--- src/hdl/fir_filter_direct_form_defines.svh ---
// ----------------------------------------------------------------------------
// FIR filter assertion macros
// Shared concurrent assertion shorthands, clocked on clk and quiet in reset.
// ----------------------------------------------------------------------------
`ifndef FIR_FILTER_DIRECT_FORM_DEFINES_SVH
`define FIR_FILTER_DIRECT_FORM_DEFINES_SVH

// Check a condition at every clock edge outside reset.
`define FIR_ASSERT(lbl, cond, msg) \
	lbl: assert property (@(posedge clk) disable iff (!arst_n) (cond)) else $error(msg);

// Check that a trigger in one cycle implies a condition in the next cycle.
`define FIR_ASSERT_NEXT(lbl, trig, cond, msg) \
	lbl: assert property (@(posedge clk) disable iff (!arst_n) (trig) |=> (cond)) \
		else $error(msg);

`endif

--- src/hdl/fir_pkg.sv ---
// ----------------------------------------------------------------------------
// FIR filter package
// Sizes, fixed-point constants and operation codes of the FIR filter.
// ----------------------------------------------------------------------------
package fir_pkg;

	localparam int MAX_TAPS  = 32;
	localparam int TAP_W     = $clog2(MAX_TAPS);
	localparam int CNT_W     = $clog2(MAX_TAPS + 1);
	localparam int DATA_W    = 16;
	localparam int FRAC_BITS = 14;

	// Coefficients are fed to the multiplier one digit at a time, top digit first.
	localparam int DIGIT_W   = 4;
	localparam int DIGITS    = DATA_W / DIGIT_W;
	localparam int DIG_CNT_W = $clog2(DIGITS);
	localparam int DPROD_W   = DATA_W + DIGIT_W + 1;
	localparam int PROD_W    = 2 * DATA_W;
	localparam int ACC_W     = PROD_W + CNT_W;
	localparam int Q_W       = ACC_W - FRAC_BITS;

	localparam int IN_TDATA_W  = 40;
	localparam int OUT_TDATA_W = 16;

	localparam logic OP_SAMPLE = 1'b0;
	localparam logic OP_LOAD   = 1'b1;

	typedef logic signed [DATA_W-1:0] word_t;

endpackage

--- src/hdl/fir_filter_direct_form.sv ---
// ----------------------------------------------------------------------------
// Direct-form FIR filter
// Up to 32-tap FIR with a loadable Q2.14 coefficient store and a digit-serial
// multiply-accumulate, rounded and saturated to 16 bits.
// ----------------------------------------------------------------------------
// Each input beat either filters one sample (tuser = 0) or loads one
// coefficient (tuser = 1). A sample enters the front of the delay line and
// yields one output beat: the tap sum, rounded half up at bit 14 and clipped
// to signed 16 bits, with tuser set when it was clipped. A coefficient load
// yields no output and is dropped when its index is at or above the tap
// count. For a sample, the single 16 x 4 bit multiplier walks all 32 taps,
// four coefficient digits per tap, then ST_ACC finishes the sum and ST_OUT
// rounds and registers the result once the output register is free. The
// next beat is taken once the result sits in the output register, so a
// stalled output only holds the block when a second result is ready behind
// it. Writing the tap count (1 to 32, 0 is ignored, larger values clip to
// 32) clears every delay and coefficient entry at or above the new count.
// The tap count channel is held off while a sample is being worked on, and
// a pending tap count write holds off the input stream for that cycle.
`include "fir_filter_direct_form_defines.svh"

module fir_filter_direct_form (
	input  logic                                clk,
	input  logic                                arst_n,
	// input stream
	input  logic                                s_tvalid,
	output logic                                s_tready,
	input  logic [fir_pkg::IN_TDATA_W-1:0]      s_tdata,  // sample, coeff_index, coeff_value
	input  logic                                s_tuser,  // operation
	// output stream
	output logic                                m_tvalid,
	input  logic                                m_tready,
	output logic [fir_pkg::OUT_TDATA_W-1:0]     m_tdata,  // filtered
	output logic                                m_tuser,  // saturated
	// tap count register
	input  logic                                cfg_valid,
	output logic                                cfg_ready,
	input  logic [fir_pkg::CNT_W-1:0]           cfg_data
);

	localparam logic [1:0] ST_IDLE = 2'd0;
	localparam logic [1:0] ST_MAC  = 2'd1;
	localparam logic [1:0] ST_ACC  = 2'd2;
	localparam logic [1:0] ST_OUT  = 2'd3;

	logic [1:0]                          state_q;
	logic [fir_pkg::CNT_W-1:0]           tap_count_q;
	logic [fir_pkg::TAP_W-1:0]           tap_q;
	logic [fir_pkg::DIG_CNT_W-1:0]       digit_q;
	logic                                part_done_q;
	logic signed [fir_pkg::PROD_W-1:0]   part_q;
	logic signed [fir_pkg::ACC_W-1:0]    acc_q;
	fir_pkg::word_t                      delay_q [fir_pkg::MAX_TAPS];
	fir_pkg::word_t                      coef_q  [fir_pkg::MAX_TAPS];
	logic                                m_tvalid_q;
	logic [fir_pkg::OUT_TDATA_W-1:0]     m_tdata_q;
	logic                                m_tuser_q;

	// input beat fields
	fir_pkg::word_t                      in_sample;
	logic [fir_pkg::TAP_W-1:0]           in_index;
	fir_pkg::word_t                      in_coef;
	logic                                s_fire;
	logic                                cfg_fire;

	// datapath
	logic signed [fir_pkg::DIGIT_W:0]    digit;
	logic signed [fir_pkg::DPROD_W-1:0]  dprod;
	logic signed [fir_pkg::PROD_W-1:0]   part_next;
	logic signed [fir_pkg::ACC_W-1:0]    rounded;
	logic signed [fir_pkg::Q_W-1:0]      q;
	logic                                sat_hi;
	logic                                sat_lo;
	logic                                last_digit;
	logic                                last_tap;
	logic                                out_free;
	logic [fir_pkg::CNT_W-1:0]           new_count;

	assign in_sample = s_tdata[fir_pkg::DATA_W-1:0];
	assign in_index  = s_tdata[fir_pkg::DATA_W +: fir_pkg::TAP_W];
	assign in_coef   = s_tdata[fir_pkg::DATA_W + fir_pkg::TAP_W +: fir_pkg::DATA_W];

	// a tap count write goes first, so it never meets an input beat
	assign s_tready  = (state_q == ST_IDLE) && !cfg_valid;
	assign s_fire    = s_tvalid && s_tready;
	assign cfg_ready = (state_q == ST_IDLE);
	assign cfg_fire  = cfg_valid && cfg_ready;

	assign m_tvalid  = m_tvalid_q;
	assign m_tdata   = m_tdata_q;
	assign m_tuser   = m_tuser_q;

	assign out_free  = !m_tvalid_q || m_tready;

	// clip the written tap count to the store depth
	assign new_count = (cfg_data > fir_pkg::CNT_W'(fir_pkg::MAX_TAPS))
		? fir_pkg::CNT_W'(fir_pkg::MAX_TAPS) : cfg_data;

	assign last_digit = (digit_q == fir_pkg::DIG_CNT_W'(fir_pkg::DIGITS - 1));
	assign last_tap   = (tap_q == fir_pkg::TAP_W'(fir_pkg::MAX_TAPS - 1));

	// Head digit of the coefficient ring. The top digit carries the sign,
	// the lower digits are plain magnitudes.
	always_comb begin
		if (digit_q == '0) begin
			digit = {coef_q[0][fir_pkg::DATA_W-1],
				coef_q[0][fir_pkg::DATA_W-1 -: fir_pkg::DIGIT_W]};
		end else begin
			digit = {1'b0, coef_q[0][fir_pkg::DATA_W-1 -: fir_pkg::DIGIT_W]};
		end
	end

	// Horner step: shift the running product up one digit and add the new one.
	assign dprod = fir_pkg::DPROD_W'(delay_q[0]) * fir_pkg::DPROD_W'(digit);

	always_comb begin
		if (digit_q == '0) begin
			part_next = fir_pkg::PROD_W'(dprod);
		end else begin
			part_next = (part_q <<< fir_pkg::DIGIT_W) + fir_pkg::PROD_W'(dprod);
		end
	end

	// Round half up at the binary point, then clip to 16 bits.
	assign rounded = acc_q + fir_pkg::ACC_W'(1 << (fir_pkg::FRAC_BITS - 1));
	assign q       = rounded[fir_pkg::ACC_W-1:fir_pkg::FRAC_BITS];
	assign sat_hi  = (q > fir_pkg::Q_W'(32767));
	assign sat_lo  = (q < -fir_pkg::Q_W'(32768));

	// control, tap count and output valid register
	always_ff @(posedge clk or negedge arst_n) begin
		if (!arst_n) begin
			state_q     <= ST_IDLE;
			tap_count_q <= fir_pkg::CNT_W'(fir_pkg::MAX_TAPS);
			tap_q       <= '0;
			digit_q     <= '0;
			part_done_q <= 1'b0;
			m_tvalid_q  <= 1'b0;
		end else begin
			// load a fresh result, else drop the one just taken
			if (state_q == ST_OUT && out_free) begin
				m_tvalid_q <= 1'b1;
			end else if (m_tready) begin
				m_tvalid_q <= 1'b0;
			end
			unique case (state_q)
				ST_IDLE: begin
					if (s_fire && s_tuser == fir_pkg::OP_SAMPLE) begin
						state_q <= ST_MAC;
					end
				end
				ST_MAC: begin
					digit_q     <= digit_q + 1'b1;
					part_done_q <= last_digit;
					if (last_digit) begin
						tap_q <= tap_q + 1'b1;
						if (last_tap) begin
							state_q <= ST_ACC;
						end
					end
				end
				ST_ACC: begin
					part_done_q <= 1'b0;
					state_q     <= ST_OUT;
				end
				ST_OUT: begin
					if (out_free) begin
						state_q <= ST_IDLE;
					end
				end
				default: begin
					state_q <= ST_IDLE;
				end
			endcase
			if (cfg_fire && cfg_data != '0) begin
				tap_count_q <= new_count;
			end
		end
	end

	// accumulator and output payload
	always_ff @(posedge clk) begin
		if (s_fire) begin
			acc_q <= '0;
		end else if (part_done_q) begin
			acc_q <= acc_q + fir_pkg::ACC_W'(part_q);
		end
		if (state_q == ST_MAC) begin
			part_q <= part_next;
		end
		if (state_q == ST_OUT && out_free) begin
			if (sat_hi) begin
				m_tdata_q <= 16'h7fff;
			end else if (sat_lo) begin
				m_tdata_q <= 16'h8000;
			end else begin
				m_tdata_q <= q[fir_pkg::OUT_TDATA_W-1:0];
			end
			m_tuser_q <= sat_hi || sat_lo;
		end
	end

	// Delay line and coefficient store. While a sample is worked on, the
	// coefficient ring advances one digit a cycle and the delay ring one word
	// every tap; both are back home after the last tap.
	always_ff @(posedge clk or negedge arst_n) begin
		if (!arst_n) begin
			for (int i = 0; i < fir_pkg::MAX_TAPS; i++) begin
				delay_q[i] <= '0;
				coef_q[i]  <= '0;
			end
		end else begin
			if (s_fire && s_tuser == fir_pkg::OP_SAMPLE) begin
				// shift only the active taps, entries past the count stay zero
				delay_q[0] <= in_sample;
				for (int i = 1; i < fir_pkg::MAX_TAPS; i++) begin
					if (fir_pkg::CNT_W'(i) < tap_count_q) begin
						delay_q[i] <= delay_q[i-1];
					end
				end
			end else if (s_fire && s_tuser == fir_pkg::OP_LOAD) begin
				if ({1'b0, in_index} < tap_count_q) begin
					coef_q[in_index] <= in_coef;
				end
			end else if (state_q == ST_MAC) begin
				for (int i = 0; i < fir_pkg::MAX_TAPS - 1; i++) begin
					coef_q[i] <= {coef_q[i][fir_pkg::DATA_W-fir_pkg::DIGIT_W-1:0],
						coef_q[i+1][fir_pkg::DATA_W-1 -: fir_pkg::DIGIT_W]};
					if (last_digit) begin
						delay_q[i] <= delay_q[i+1];
					end
				end
				// close the rings: the last entry takes from the head
				coef_q[fir_pkg::MAX_TAPS-1] <=
					{coef_q[fir_pkg::MAX_TAPS-1][fir_pkg::DATA_W-fir_pkg::DIGIT_W-1:0],
					coef_q[0][fir_pkg::DATA_W-1 -: fir_pkg::DIGIT_W]};
				if (last_digit) begin
					delay_q[fir_pkg::MAX_TAPS-1] <= delay_q[0];
				end
			end
			if (cfg_fire && cfg_data != '0) begin
				for (int i = 0; i < fir_pkg::MAX_TAPS; i++) begin
					if (fir_pkg::CNT_W'(i) >= new_count) begin
						delay_q[i] <= '0;
						coef_q[i]  <= '0;
					end
				end
			end
		end
	end

	`FIR_ASSERT(a_tap_count_range, tap_count_q != '0 && tap_count_q <= fir_pkg::CNT_W'(fir_pkg::MAX_TAPS), "tap count out of range")
	`FIR_ASSERT(a_rings_home, state_q != ST_IDLE || (tap_q == '0 && digit_q == '0), "rings not home while idle")
	`FIR_ASSERT_NEXT(a_sample_starts, s_fire && s_tuser == fir_pkg::OP_SAMPLE, state_q == ST_MAC, "sample did not start the tap walk")
	`FIR_ASSERT_NEXT(a_load_silent, s_fire && s_tuser == fir_pkg::OP_LOAD && !m_tvalid_q, !m_tvalid_q, "coefficient load produced an output")

endmodule
--- config.mk ---
export PLATFORM = sky130hd
export DESIGN_NAME = fir_filter_direct_form
export DESIGN_NICKNAME = d
export VERILOG_FILES = /design/src/hdl/fir_pkg.sv /design/src/hdl/fir_filter_direct_form.sv
export VERILOG_INCLUDE_DIRS = /design/src /design/src/hdl
export SDC_FILE = /design/constraint.sdc
export NUM_CORES = 2
export LEC_CHECK = 0
export ABC_AREA = 1
export ABC_CLOCK_PERIOD_IN_PS = 13850
export BUFFER_PORTS_ARGS = -buffer_cell sky130_fd_sc_hd__buf_4
export CORE_MARGIN = 1
export CORE_UTILIZATION = 25
export CTS_CLUSTER_DIAMETER = 120
export DETAILED_ROUTE_END_ITERATION = 8
export PLACE_DENSITY_LB_ADDON = 0.08
export RECOVER_POWER = 50
export SLEW_MARGIN = 20
export SYNTH_ARGS = -nofsm -noshare
export SYNTH_HDL_FRONTEND = slang
export SYNTH_SLANG_ARGS = --single-unit
--- constraint.sdc ---
create_clock -name clk -period 13.85 [get_ports clk]
set_input_delay 1.385 -clock clk [delete_from_list [all_inputs] [get_ports clk]]
set_output_delay 1.385 -clock clk [all_outputs]
set_load 0.02 [all_outputs]
==> results.cfg <==
[status]
status = complete, but fails checks
violations = capacitance limit, slew limit

[clocking]
clockBufferDepth = 4
path_clk_slew_ps = 60
cts_root_buf = clkbuf_16
cts_tree = built
cts_buffers = 164
cts.sinks = 1128
clkLatencyLatePin_ps = 860
cts_resized = 0
cts-htree-levels = 4
post_cts_buffers = 0
cts-hold-fix-buffers = 0

[yosys]
mappedNetlistArea_sq_um = 82400
synth.area.top_cells = dfrtp_1, nand2_1, o21ai_0
synth_fp_nets = 12800
async_flop_share_pct = 92.3
synth-seq-cells = 1128
synth-xor-area-share_pct = 0.606
syn_inst = 12600
yosysWarnings = 0
synth_top_cell_area_share_pct = 31.6
synthAdderAreaFrac_pct = 3.04
yosysTopAreaCell = dfrtp_1
synth_ff_type = dfrtp_1
yosysSeqAreaShare_pct = 34.3
yosys.area_share.simple_pct = 26.0
synthMuxAreaShare_pct = 1.63
synth_top_family_by_area = simple AND/OR/NAND/NOR gates
synth_edf_count = 49
syn_avg_cell_area_sq_um = 6.56
synth.distinct_cells = 63
synth_compound_area_share_pct = 24.1

[grt]
met1_usage_pct = 26.9
grt.overflow.total = 0
grt_pass1_vias = 81500
grt_max_degree = 209
top_usage_layer = met2
grt_usage_pct = 19.6
use_met2_pct = 33.1
grt_pass1_wl_mm = 515
antenna_found_initial = 20
grt_use_met3_pct = 1.90

[drt]
dr.pass1.iters = 6
vias = 83100
post_drt_wl_per_cell_um = 20.3
totalWireLength_mm = 333
drc = 0
routed_via_density = 5.07
drt-initial-drc-count = 6362
postRouteAntennaNets = 0

[placement]
place_hpwl_mm = 192
gp_congestion = 0.813
placed_cell_area_sq_um = 85700
numPortBuffers = 68
dp.cells = 16100

[sta]
max-slew-margin-rel_pct = -291
setup_tns_ps = 0
rsz0062_at_grt = false
finalSetupViolations = 0
worst_pin_slew_ps = 5860
fin_crit_sh_pct = 63.1
hold_viol_final = 0
finalWorstPathRequiredPeriod_ps = 8740
slew_viol_final = 777
fmax_mhz = 114
whs_ps = 486
clock-skew-final_ps = 35.8

[min_path]
hp-start = tap_q[4]
hold_path_class = flip-flop to flip-flop
worstHoldEndpoint = tap_q[4]
min_path_cells = 2

[critical_path]
start_kind = input port
r2r_slack_ps = 5830
crit_slowest_cell = clkbuf_1
cp_slowest_stage_delay_ps = 3990
worstSetupPathType = input port to asynchronous set/reset pin
reg2reg_depth = 13
cp-startpoint = arst_n
end_kind = asynchronous set/reset pin
cpLargestDelayFamily = buffers and inverters
crit_required_ps = 14700
worstReg2RegStart = state_q[0]
cp_common_cell = clkbuf_1
crit_chain = clkbuf_1 -> clkbuf_1 -> buf_12 -> buf_4
cp_max_fo = 125
crit_buf_inv = 4
worstPathArrival_ps = 9590
r2r_end = delay_q[351]

[final_layout]
layout_common_cells = nand2_1, o21ai_0, a21oi_1
synthToLayoutAreaGrowth_pct = 10.1
design_area_sq_um = 90700
nNetsFinal = 12200
nFillCells = 35900
final_common_cell = nand2_1
drive_gt1_share_pct = 4.86
final_cells = 16400

[floorplanning]
dieHeight_um = 576
die_w_um = 576
rows = 210
dieArea_sq_um = 332000
core_sq_um = 328000
ios = 72
start_util_pct = 25.1

[job]
maxCapViolCount = 14
==> sequential cells by signal, indices dropped and copies added, names as in the netlist <==
| signal | cells |
|---|---|
| coef_q | 512 |
| part_q | 32 |
| m_tdata | 16 |
| m_tuser | 1 |
| delay_q | 512 |
| tap_q | 5 |
| tap_count_q | 6 |
| state_q | 2 |
| m_tvalid | 1 |
| acc_q | 38 |
| digit_q | 2 |
| part_done_q | 1 |
==> worst max path at each step <==
stage / to / slack [ps] / cells after the start
6_report: delay_q[165] / 5110 / 4
4_1_cts: part_q[24] / 6860 / 26
2_1_floorplan: part_q[24] / 8040 / 27
3_5_place_dp: part_q[24] / 6870 / 26
3_3_place_gp: part_q[24] / 6820 / 26
5_1_grt: coef_q[229] / 3590 / 4
==> metrics by stage <==
stage                     util [%]  setup WS [ps]
after detailed placement      26.2           6870
after global routing          27.7           3590
after floorplan                  -           8040
after CTS                     27.7           6860
final                         27.7           5110
after global placement        26.1           6820
==> area by class of cell <==
type | instances | area, sq um | area share (%)
Timing Repair Buffer | 220 | 1740 | 1.92
Inverter | 1141 | 4330 | 4.77
Clock inverter | 30 | 251 | 0.277
Tap cell | 4346 | 5440 | 5.99
Antenna cell | 2 | 5.00 | 0.00552
Clock buffer | 254 | 4890 | 5.39
Sequential cell | 1128 | 28300 | 31.2
Multi-Input combinational cell | 9275 | 45800 | 50.5
==> worst register-to-register path, stage by stage, from the launching register on <==
cell,delay [ps]
dfrtp_1,370
inv_1,90
ha_1,270
clkinv_1,70
nor2_1,40
nand2_1,50
clkbuf_1,1330
nor2_1,1280
inv_8,940
clkbuf_1,2620
o21ai_0,410
a21oi_1,260
a21oi_1,70
a21oi_1,150
==> kinds of logic (layout without fill, tap and decap cells) <==
logic type               count (synthesis)  count (layout)
adder cells (fa/ha/maj)                169             169
buffers and inverters                 2155            1645
XOR/XNOR                                57              57
flip-flops                            1128            1128
multiplexers                           126             126
AND/OR/NAND/NOR                       5222            5222
other                                    0               2
AO/OA/AOI/OAI                         3701            3701
==> synthesized netlist by cell type (6+ instances only) <==
cell      instances
a31oi_1           6
nand2_2           7
dfrtp_1        1040
xnor2_1          16
or2_2            10
nor2_1          451
nor2_4            6
clkbuf_2          6
o21bai_1         29
buf_4            20
a21oi_1        1486
a211oi_1         82
buf_2           223
clkbuf_1        685
nor3_1          133
o21a_1            6
a21boi_0          9
ha_1            117
nand2_1        3791
inv_1          1114
o21ai_0        1754
o21ai_1          35
xor2_1           41
nand4_1         311
mux2i_1          62
a22oi_1           7
o211ai_1         46
a221oi_1        189
o22ai_1          22
o21ai_2          13
inv_2            18
buf_1            76
nand3_1         483
fa_1             52
edfxtp_1         49
mux2_2           64
dfxtp_1          38
==> per-layer routing <==
layer / share of wire (%) / wire length [um]
met4: 2.0 / 6590
met2: 47 / 157000
met5: 0 / 0
met1: 48 / 159000
met3: 3.3 / 11100
Power is left out: the tool's default activity adds up to more than one toggle a clock period on the data nets, which glitch-free logic cannot reach.
